File: config.mk
export PLATFORM = sky130hd
export DESIGN_NAME = bounding_sphere_grow_top
export DESIGN_NICKNAME = d
export VERILOG_FILES = /design/src/design/bsg_pkg.sv /design/src/design/bsg_addsub.sv /design/src/design/bsg_seq.sv /design/src/design/bounding_sphere_grow_top.sv
export SDC_FILE = /design/constraint.sdc
export NUM_CORES = 2
export LEC_CHECK = 0
export BUFFER_PORTS_ARGS = -buffer_cell sky130_fd_sc_hd__buf_2
export CAP_MARGIN = 20
export CORE_ASPECT_RATIO = 1.1
export CORE_MARGIN = 5
export CORE_UTILIZATION = 45
export DETAILED_ROUTE_END_ITERATION = 12
export HOLD_SLACK_MARGIN = 0.05
export PLACE_DENSITY_LB_ADDON = 0.2
export SYNTH_ARGS = -nofsm -noshare
export SYNTH_HDL_FRONTEND = slang
export SYNTH_HIERARCHICAL = 1
export SYNTH_SLANG_ARGS = --single-unit
export TNS_END_PERCENT = 1
File: constraint.sdc
create_clock -name clk_i -period 8.7 [get_ports clk_i]
set_clock_uncertainty 0.1 [all_clocks]
set_input_delay 1.74 -clock clk_i [delete_from_list [all_inputs] [get_ports clk_i]]
set_output_delay 1.74 -clock clk_i [all_outputs]
set_load 0.05 [all_outputs]
File: src/design/bsg_pkg.sv
`default_nettype none

package bsg_pkg;

  // Default coordinate width (signed Q16.16).
  localparam int unsigned CoordWidthDef = 32;

  // Configuration register indexes.
  localparam logic [1:0] CfgCenterX = 2'd0;
  localparam logic [1:0] CfgCenterY = 2'd1;
  localparam logic [1:0] CfgCenterZ = 2'd2;
  localparam logic [1:0] CfgRadius  = 2'd3;

  // Axis codes.
  localparam logic [1:0] AxisX = 2'd0;
  localparam logic [1:0] AxisZ = 2'd2;

  // Sequencer states.
  typedef enum logic [3:0] {
    S_IDLE,
    S_DIFF,
    S_SQ_LD,
    S_SQ_RUN,
    S_SQRT,
    S_CMP,
    S_PROD_LD,
    S_PROD_RUN,
    S_DIV_LD,
    S_DIV_RUN,
    S_UPD,
    S_RAD,
    S_FIN
  } state_e;

  // Control handed from the sequencer to the datapath.
  typedef struct packed {
    state_e     st;
    logic [1:0] axis;
    logic       last;
  } ctl_t;

endpackage

`default_nettype wire

File: src/design/bsg_addsub.sv
`default_nettype none

// Shared adder/subtractor used by the datapath for all but the point-to-center differences.
module bsg_addsub #(
  parameter int unsigned Width = 66
) (
  input  wire logic [Width-1:0] a_i,
  input  wire logic [Width-1:0] b_i,
  input  wire logic             sub_i,
  output logic      [Width-1:0] sum_o,
  output logic                  carry_o
);

  logic [Width:0] full;

  // With sub_i set, carry_o high means a_i >= b_i.
  assign full    = {1'b0, a_i} + {1'b0, (sub_i ? ~b_i : b_i)} + {{Width{1'b0}}, sub_i};
  assign sum_o   = full[Width-1:0];
  assign carry_o = full[Width];

endmodule

`default_nettype wire

File: src/design/bsg_seq.sv
`default_nettype none

// Sequencer: walks one item through squares, square root, compare and, if the
// sphere grows, per-axis product, division and center update, then radius update.
module bsg_seq #(
  parameter int unsigned Steps = 33
) (
  input  wire logic         clk_i,
  input  wire logic         rst_ni,
  input  wire logic         start_i,
  input  wire logic         grow_i,
  input  wire logic         out_free_i,
  output bsg_pkg::ctl_t     ctl_o
);

  localparam int unsigned CntW = $clog2(Steps);

  bsg_pkg::state_e st_q, st_d;
  logic [CntW-1:0] cnt_q, cnt_d;
  logic [1:0]      axis_q, axis_d;
  logic            last;

  assign last = (cnt_q == CntW'(Steps - 1));

  // Next state.
  always_comb begin
    st_d = st_q;
    unique case (st_q)
      bsg_pkg::S_IDLE:     if (start_i) st_d = bsg_pkg::S_DIFF;
      bsg_pkg::S_DIFF:     st_d = bsg_pkg::S_SQ_LD;
      bsg_pkg::S_SQ_LD:    st_d = bsg_pkg::S_SQ_RUN;
      bsg_pkg::S_SQ_RUN: begin
        if (last) st_d = (axis_q == bsg_pkg::AxisZ) ? bsg_pkg::S_SQRT : bsg_pkg::S_SQ_LD;
      end
      bsg_pkg::S_SQRT:     if (last) st_d = bsg_pkg::S_CMP;
      bsg_pkg::S_CMP:      st_d = grow_i ? bsg_pkg::S_PROD_LD : bsg_pkg::S_FIN;
      bsg_pkg::S_PROD_LD:  st_d = bsg_pkg::S_PROD_RUN;
      bsg_pkg::S_PROD_RUN: if (last) st_d = bsg_pkg::S_DIV_LD;
      bsg_pkg::S_DIV_LD:   st_d = bsg_pkg::S_DIV_RUN;
      bsg_pkg::S_DIV_RUN:  if (last) st_d = bsg_pkg::S_UPD;
      bsg_pkg::S_UPD: begin
        st_d = (axis_q == bsg_pkg::AxisZ) ? bsg_pkg::S_RAD : bsg_pkg::S_PROD_LD;
      end
      bsg_pkg::S_RAD:      st_d = bsg_pkg::S_FIN;
      bsg_pkg::S_FIN:      if (out_free_i) st_d = bsg_pkg::S_IDLE;
      default:             st_d = bsg_pkg::S_IDLE;
    endcase
  end

  // Step counter and axis select.
  always_comb begin
    cnt_d  = (st_d == st_q) ? cnt_q + 1'b1 : '0;
    axis_d = axis_q;
    unique case (st_q)
      bsg_pkg::S_DIFF, bsg_pkg::S_CMP: axis_d = bsg_pkg::AxisX;
      bsg_pkg::S_SQ_RUN: if (last && axis_q != bsg_pkg::AxisZ) axis_d = axis_q + 1'b1;
      bsg_pkg::S_UPD:    if (axis_q != bsg_pkg::AxisZ) axis_d = axis_q + 1'b1;
      default:           axis_d = axis_q;
    endcase
  end

  always_ff @(posedge clk_i or negedge rst_ni) begin
    if (!rst_ni) begin
      st_q   <= bsg_pkg::S_IDLE;
      cnt_q  <= '0;
      axis_q <= bsg_pkg::AxisX;
    end else begin
      st_q   <= st_d;
      cnt_q  <= cnt_d;
      axis_q <= axis_d;
    end
  end

  assign ctl_o = '{st: st_q, axis: axis_q, last: last};

endmodule

`default_nettype wire

File: src/design/bounding_sphere_grow_top.sv
`default_nettype none

// Channel  | Dir | Handshake                | Payload (low bit up)
// s_axis   | in  | s_axis_tvalid/tready     | tdata: point_x, point_y, point_z; tuser: restart
// m_axis   | out | m_axis_tvalid/tready     | tdata: center_out_x/y/z, radius_out; tuser: grew
// cfg      | in  | cfg_valid/cfg_ready      | cfg_index, cfg_data
//
// One item at a time, all arithmetic but the point-to-center differences through one
// shared adder/subtractor. An item goes through three bit-serial squares and the
// bit-serial square root, and, when the point grows the sphere, through three
// bit-serial products and three divisions.
// rst_ni clears the sphere and the configuration registers to zero.
// A stalled result waits in the output register; the next item is taken meanwhile.
module bounding_sphere_grow_top #(
  parameter int unsigned CoordWidth = bsg_pkg::CoordWidthDef
) (
  input  wire logic                                 clk_i,
  input  wire logic                                 rst_ni,
  input  wire logic                                 s_axis_tvalid_i,
  output logic                                      s_axis_tready_o,
  // point_x, point_y, point_z
  input  wire logic [((3*CoordWidth+7)/8)*8-1:0]    s_axis_tdata_i,
  // restart
  input  wire logic                                 s_axis_tuser_i,
  output logic                                      m_axis_tvalid_o,
  input  wire logic                                 m_axis_tready_i,
  // center_out_x, center_out_y, center_out_z, radius_out
  output logic      [((4*CoordWidth-1+7)/8)*8-1:0]  m_axis_tdata_o,
  // grew
  output logic                                      m_axis_tuser_o,
  input  wire logic                                 cfg_valid_i,
  output logic                                      cfg_ready_o,
  input  wire logic [1:0]                           cfg_index_i,
  input  wire logic [CoordWidth-1:0]                cfg_data_i
);

  localparam int unsigned CW  = CoordWidth;
  localparam int unsigned RW  = CW - 1;
  localparam int unsigned N   = CW + 1;
  localparam int unsigned AW  = 2 * N;
  localparam int unsigned OW  = ((4*CW-1+7)/8)*8;

  bsg_pkg::ctl_t ctl;

  // Configuration registers.
  logic [CW-1:0] cfg_c_q [3];
  logic [RW-1:0] cfg_r_q;

  // Sphere and working registers.
  logic [CW-1:0] c_q [3], c_d [3];
  logic [RW-1:0] r_q, r_d;
  logic [CW-1:0] p_q [3], p_d [3];
  logic [N-1:0]  mag_q [3], mag_d [3];
  logic [2:0]    neg_q, neg_d;
  logic [AW-1:0] acc_q, acc_d;
  logic [AW-1:0] mc_q, mc_d;
  logic [N-1:0]  mp_q, mp_d;
  logic [N:0]    rem_q, rem_d;
  logic [N-1:0]  root_q, root_d;
  logic [N-1:0]  h_q, h_d;
  logic [N-1:0]  quo_q, quo_d;
  logic          grew_q, grew_d;

  // Output register.
  logic          ov_q;
  logic [OW-1:0] od_q;
  logic          og_q;

  logic          accept, out_free, grow;
  logic [AW-1:0] ua, ub, usum;
  logic          usub, ucarry;
  logic [N+2:0]  sq_rem_t;
  logic [N+1:0]  sq_trial;
  logic [N:0]    dv_rem_t;
  logic [N-1:0]  diff [3];

  assign accept          = s_axis_tvalid_i && s_axis_tready_o;
  assign out_free        = !ov_q || m_axis_tready_i;
  assign s_axis_tready_o = (ctl.st == bsg_pkg::S_IDLE);
  assign cfg_ready_o     = 1'b1;
  assign sq_rem_t        = {rem_q, acc_q[AW-1 -: 2]};
  assign sq_trial        = {root_q, 2'b01};
  assign dv_rem_t        = {rem_q[N-1:0], acc_q[N-1]};
  assign grow            = ucarry && (usum != '0);

  bsg_seq #(.Steps(N)) u_seq (
    .clk_i      (clk_i),
    .rst_ni     (rst_ni),
    .start_i    (accept),
    .grow_i     (grow),
    .out_free_i (out_free),
    .ctl_o      (ctl)
  );

  bsg_addsub #(.Width(AW)) u_alu (
    .a_i     (ua),
    .b_i     (ub),
    .sub_i   (usub),
    .sum_o   (usum),
    .carry_o (ucarry)
  );

  // Per-axis differences between point and center.
  always_comb begin
    for (int i = 0; i < 3; i++) begin
      diff[i] = {p_q[i][CW-1], p_q[i]} - {c_q[i][CW-1], c_q[i]};
    end
  end

  // Operand selection for the shared unit.
  always_comb begin
    ua   = '0;
    ub   = '0;
    usub = 1'b0;
    unique case (ctl.st)
      bsg_pkg::S_SQ_RUN, bsg_pkg::S_PROD_RUN: begin
        ua = acc_q;
        ub = mc_q;
      end
      bsg_pkg::S_SQRT: begin
        ua   = AW'(sq_rem_t);
        ub   = AW'(sq_trial);
        usub = 1'b1;
      end
      bsg_pkg::S_DIV_RUN: begin
        ua   = AW'(dv_rem_t);
        ub   = AW'(root_q);
        usub = 1'b1;
      end
      bsg_pkg::S_CMP: begin
        ua   = AW'(root_q);
        ub   = AW'(r_q);
        usub = 1'b1;
      end
      bsg_pkg::S_UPD: begin
        ua   = {{(AW-CW){c_q[ctl.axis][CW-1]}}, c_q[ctl.axis]};
        ub   = AW'(quo_q);
        usub = neg_q[ctl.axis];
      end
      bsg_pkg::S_RAD: begin
        ua = AW'(r_q);
        ub = AW'(h_q);
      end
      default: begin
        ua   = '0;
        ub   = '0;
        usub = 1'b0;
      end
    endcase
  end

  // Datapath next values.
  always_comb begin
    c_d    = c_q;
    r_d    = r_q;
    p_d    = p_q;
    mag_d  = mag_q;
    neg_d  = neg_q;
    acc_d  = acc_q;
    mc_d   = mc_q;
    mp_d   = mp_q;
    rem_d  = rem_q;
    root_d = root_q;
    h_d    = h_q;
    quo_d  = quo_q;
    grew_d = grew_q;
    unique case (ctl.st)
      bsg_pkg::S_IDLE: begin
        if (accept) begin
          p_d[0] = s_axis_tdata_i[CW-1:0];
          p_d[1] = s_axis_tdata_i[2*CW-1:CW];
          p_d[2] = s_axis_tdata_i[3*CW-1:2*CW];
          grew_d = 1'b0;
          if (s_axis_tuser_i) begin
            c_d = cfg_c_q;
            r_d = cfg_r_q;
          end
        end
      end
      bsg_pkg::S_DIFF: begin
        for (int i = 0; i < 3; i++) begin
          neg_d[i] = diff[i][N-1];
          mag_d[i] = diff[i][N-1] ? (~diff[i] + 1'b1) : diff[i];
        end
        acc_d  = '0;
        rem_d  = '0;
        root_d = '0;
      end
      bsg_pkg::S_SQ_LD: begin
        mc_d = AW'(mag_q[ctl.axis]);
        mp_d = mag_q[ctl.axis];
      end
      bsg_pkg::S_SQ_RUN, bsg_pkg::S_PROD_RUN: begin
        if (mp_q[0]) acc_d = usum;
        mc_d = {mc_q[AW-2:0], 1'b0};
        mp_d = {1'b0, mp_q[N-1:1]};
      end
      bsg_pkg::S_SQRT: begin
        // One root bit per cycle, two radicand bits shifted in.
        if (ucarry) begin
          rem_d  = usum[N:0];
          root_d = {root_q[N-2:0], 1'b1};
        end else begin
          rem_d  = sq_rem_t[N:0];
          root_d = {root_q[N-2:0], 1'b0};
        end
        acc_d = {acc_q[AW-3:0], 2'b00};
      end
      bsg_pkg::S_CMP: begin
        grew_d = grow;
        h_d    = {1'b0, usum[N-1:1]};
      end
      bsg_pkg::S_PROD_LD: begin
        mc_d  = AW'(mag_q[ctl.axis]);
        mp_d  = h_q;
        acc_d = '0;
      end
      bsg_pkg::S_DIV_LD: begin
        // The quotient fits in N bits, so the upper half is below the divisor.
        rem_d = {1'b0, acc_q[AW-1:N]};
        quo_d = '0;
      end
      bsg_pkg::S_DIV_RUN: begin
        rem_d = ucarry ? {1'b0, usum[N-1:0]} : {1'b0, dv_rem_t[N-1:0]};
        quo_d = {quo_q[N-2:0], ucarry};
        acc_d = {acc_q[AW-2:0], 1'b0};
      end
      bsg_pkg::S_UPD: begin
        // Saturate the moved center to the signed coordinate range.
        if (!usum[AW-1] && (|usum[AW-2:CW-1])) begin
          c_d[ctl.axis] = {1'b0, {(CW-1){1'b1}}};
        end else if (usum[AW-1] && !(&usum[AW-2:CW-1])) begin
          c_d[ctl.axis] = {1'b1, {(CW-1){1'b0}}};
        end else begin
          c_d[ctl.axis] = usum[CW-1:0];
        end
      end
      bsg_pkg::S_RAD: begin
        r_d = (|usum[AW-1:RW]) ? {RW{1'b1}} : usum[RW-1:0];
      end
      default: begin
        grew_d = grew_q;
      end
    endcase
  end

  // Sphere and configuration registers.
  always_ff @(posedge clk_i or negedge rst_ni) begin
    if (!rst_ni) begin
      for (int i = 0; i < 3; i++) begin
        c_q[i]     <= '0;
        cfg_c_q[i] <= '0;
      end
      r_q     <= '0;
      cfg_r_q <= '0;
    end else begin
      c_q <= c_d;
      r_q <= r_d;
      if (cfg_valid_i && cfg_ready_o) begin
        unique case (cfg_index_i)
          bsg_pkg::CfgCenterX: cfg_c_q[0] <= cfg_data_i;
          bsg_pkg::CfgCenterY: cfg_c_q[1] <= cfg_data_i;
          bsg_pkg::CfgCenterZ: cfg_c_q[2] <= cfg_data_i;
          bsg_pkg::CfgRadius:  cfg_r_q    <= cfg_data_i[RW-1:0];
          default:             cfg_r_q    <= cfg_r_q;
        endcase
      end
    end
  end

  // Working registers need no reset.
  always_ff @(posedge clk_i) begin
    p_q    <= p_d;
    mag_q  <= mag_d;
    neg_q  <= neg_d;
    acc_q  <= acc_d;
    mc_q   <= mc_d;
    mp_q   <= mp_d;
    rem_q  <= rem_d;
    root_q <= root_d;
    h_q    <= h_d;
    quo_q  <= quo_d;
    grew_q <= grew_d;
  end

  // Output register.
  always_ff @(posedge clk_i or negedge rst_ni) begin
    if (!rst_ni) begin
      ov_q <= 1'b0;
    end else if (ctl.st == bsg_pkg::S_FIN && out_free) begin
      ov_q <= 1'b1;
    end else if (m_axis_tready_i) begin
      ov_q <= 1'b0;
    end
  end

  always_ff @(posedge clk_i) begin
    if (ctl.st == bsg_pkg::S_FIN && out_free) begin
      od_q <= OW'({r_q, c_q[2], c_q[1], c_q[0]});
      og_q <= grew_q;
    end
  end

  assign m_axis_tvalid_o = ov_q;
  assign m_axis_tdata_o  = od_q;
  assign m_axis_tuser_o  = og_q;

endmodule

`default_nettype wire

==> insert_results.sql <==
INSERT INTO impl_metrics (metric_group, metric, value, unit) VALUES
('die', 'die_width', '330.8', 'µm'),
('flow_run', 'max_cap_violations', '0', ''),
('synth', 'postSynthCellCount', '4925', ''),
('min_path', 'hp-class', 'reg2reg', ''),
('clock_network', 'numClockSinks', '891', ''),
('setup_path', 'critical_path.max_fanout', '35', ''),
('die', 'coreArea', '112500', 'µm²'),
('layout', 'seqCellArea', '25420', 'µm²'),
('clock_network', 'cts_tree', 'built', ''),
('placement', 'routabilityCongestion', '0.9388', ''),
('routing', 'post_drt_wl_per_cell', '26.03', 'µm'),
('clock_network', 'clock_tree.htree_level_count', '3', ''),
('pwr', 'post-layout-total-power', '27.05', 'mW'),
('die', 'ioPinCount', '268', ''),
('synth', 'synth.cell_area', '50940', 'µm²'),
('clock_network', 'clock_latency', '710', 'ps'),
('routing', 'drc_errors', '0', ''),
('global_route', 'globalRouteTotalUtil', '28.15', '%'),
('sta', 'rsz0062_at_grt', 'no', ''),
('die', 'die_h', '362.9', 'µm'),
('clock_network', 'cts_post_setup_buffers_inserted', '0', ''),
('global_route', 'grt_max_degree', '141', ''),
('clock_network', 'numCtsBuffers', '97', ''),
('sta', 'finalHoldWorstSlack', '326.6', 'ps'),
('placement', 'io_buffers', '265', ''),
('routing', 'drtAntennaViolNets', '0', ''),
('placement', 'worst_slack_at_placement', '724.6', 'ps'),
('outcome', 'run_status', 'finished, final reports clean', ''),
('routing', 'route.final.wire_length', '173.8', 'mm'),
('sta', 'timing_worst_slew_pin_value', '1113', 'ps'),
('sta', 'setup-violations-final', '0', ''),
('setup_path', 'required', '9160', 'ps'),
('setup_path', 'critical_path_arrival', '8650', 'ps'),
('die', 'fp.dieArea', '120000', 'µm²'),
('sta', 'timing.final.crit_share', '94.18', '%'),
('global_route', 'globalRouteOverflowTotal', '0', ''),
('synth', 'synth.avg_cell_area', '10.34', 'µm²'),
('clock_network', 'holdBufCountCts', '0', ''),
('routing', 'first_iter_violations', '4631', ''),
('routing', 'vias', '41250', ''),
('global_route', 'grt_antenna_before_repair', '14', ''),
('layout', 'area_growth_syn_to_layout', '12.88', '%'),
('synth', 'synth.net_count', '5232', ''),
('pwr', 'peakVddDrop', '0.0003180', 'V'),
('sta', 'timing.final.ws_setup', '506.6', 'ps'),
('sta', 'min_period', '8193', 'ps'),
('setup_path', 'r2r_slack', '510', 'ps'),
('sta', 'max_slew_margin', '25.77', '%'),
('pwr', 'p_leak', '22.46', 'nW'),
('setup_path', 'startpoint_type_of_the_worst_setup_path', 'register', ''),
('layout', 'fill_cells', '10150', ''),
('clock_network', 'buffer_depth_of_the_longest_clock_path', '3', ''),
('sta', 'hold_violations', '0', ''),
('clock_network', 'post_cts_resize_count', '0', ''),
('global_route', 'number_of_global_route_vias_before_repair', '40290', ''),
('pwr', 'power.density', '470.4', 'nW/µm²'),
('clock_network', 'cts.reportedPaths.clkPinSlew', '60', 'ps'),
('layout', 'multi_input_area', '23620', 'µm²'),
('layout', 'nNetsFinal', '5386', ''),
('die', 'placementRows', '129', ''),
('clock_network', 'clk_root_buffer_cell', 'clkbuf_16', ''),
('layout', 'drive_above_1_share', '15.03', '%'),
('synth', 'yosys_warnings', '6', ''),
('setup_path', 'setup.worst_path.class', 'reg2reg', ''),
('sta', 'timing_max_transition_violations_final', '0', ''),
('routing', 'first_pass_iters', '9', ''),
('sta', 'setup_tns', '0', 'ps'),
('routing', 'post_drt_via_cell_ratio', '6.176', ''),
('placement', 'hpwlAfterDp', '129.0', 'mm'),
('sta', 'fmax', '122.0', 'MHz'),
('die', 'initial_core_util', '45.28', '%'),
('setup_path', 'critical_path.endpoint_type', 'register', ''),
('global_route', 'grt_first_pass_wirelength', '256.1', 'mm');
## state kept, by name, indices dropped and copies added, names as in the netlist, 2 cells and up
name	count
r_q	31
c_q	96
mp_q	33
u_seq/cnt_q	6
rem_q	34
p_q	96
h_q	32
root_q	33
cfg_c_q	96
mag_q	99
quo_q	33
u_seq/axis_q	2
mc_q	66
m_axis_tdata_o	127
neg_q	3
acc_q	66
cfg_r_q	31
u_seq/st_q	4
## metal layers
metal  routed length [µm]  up-vias  global-route usage [%]
met5                   67        -                       0
met4                 7653       10                   11.29
met3                11430      343                   4.383
met2                84050     1610                   47.60
met1                70600    20490                   36.31
li1                     -    18800                       -
## cell type report
cell class | count | share of cell area, %
flip-flops and latches | 891 | 44.22
multi-input cells | 3493 | 41.09
clock buffers | 121 | 4.685
repair buffers | 375 | 3.952
well taps | 1506 | 3.277
inverters | 221 | 1.443
clock inverters | 62 | 1.299
diodes | 9 | 0.03917
## worst max-delay path, cell delays in order (launching register included)
cell and delay (ps):
dfrtp_1 580, nand2b_1 400, nor2_4 810, buf_4 430, a22oi_1 140, nand3_1 160
xor2_1 160, ha_1 320, a21oi_1 290, o21ai_0 240, o311ai_0 380, a21oi_1 150
a21o_1 250, o21ai_0 450, o21ai_0 250, xnor2_1 200, nor4_1 620, and4_1 300
nand4_1 130, nor4_2 170, buf_4 230, nor2_2 140, buf_4 300, a21oi_1 440
o211ai_1 160, o21ai_0 100, o21ai_0 110
## through the flow
step                      cell area (µm²)  std cells  util (%)
after floorplan                     50940       4925         -
final                               57500       6678     51.11
after global placement              54030       6485     48.03
after CTS                           57470       6668     51.08
after global routing                57480       6670     51.09
after detailed placement            54030       6485     48.03
## final timing paths
check | cells after the start | startpoint | end
max | 26 | u_seq/st_q[1] | c_q[6]
min | 0 | grew_q | m_axis_tuser_o
max reg2reg | 26 | u_seq/st_q[1] | c_q[6]
min reg2reg | 0 | grew_q | m_axis_tuser_o
max in group asynchronous | 2 | rst_ni | r_q[24]
min in group asynchronous | 1 | rst_ni | cfg_c_q[68]
## power by group
group | switching (mW) | internal, mW | leakage, nW | total, mW
sequential | 1.11 | 6.31 | 9.27 | 7.42
clock | 1.82 | 2.67 | 1.66 | 4.49
combinational | 9.89 | 5.25 | 11.5 | 15.1
## layout by cell type (no fill, tap or decap), types with 39 or more instances in the layout
cell	instances
clkbuf_16	102
xnor2_1	135
ha_1	167
and2_1	63
o21ai_0	369
buf_4	100
a21oi_1	314
dfrtp_1	265
inv_1	220
nand4_1	53
mux2i_1	68
mux2_2	129
buf_2	265
xor2_1	157
nor3_1	78
a21o_1	96
nand3_1	110
edfxtp_1	624
nor2_1	257
o31ai_1	51
o211ai_1	110
a222oi_1	97
nand2_1	446
nor2b_1	59
o22ai_1	39
a22oi_1	136
and3_1	83
Note: power is estimated with default switching activity, not from simulation.
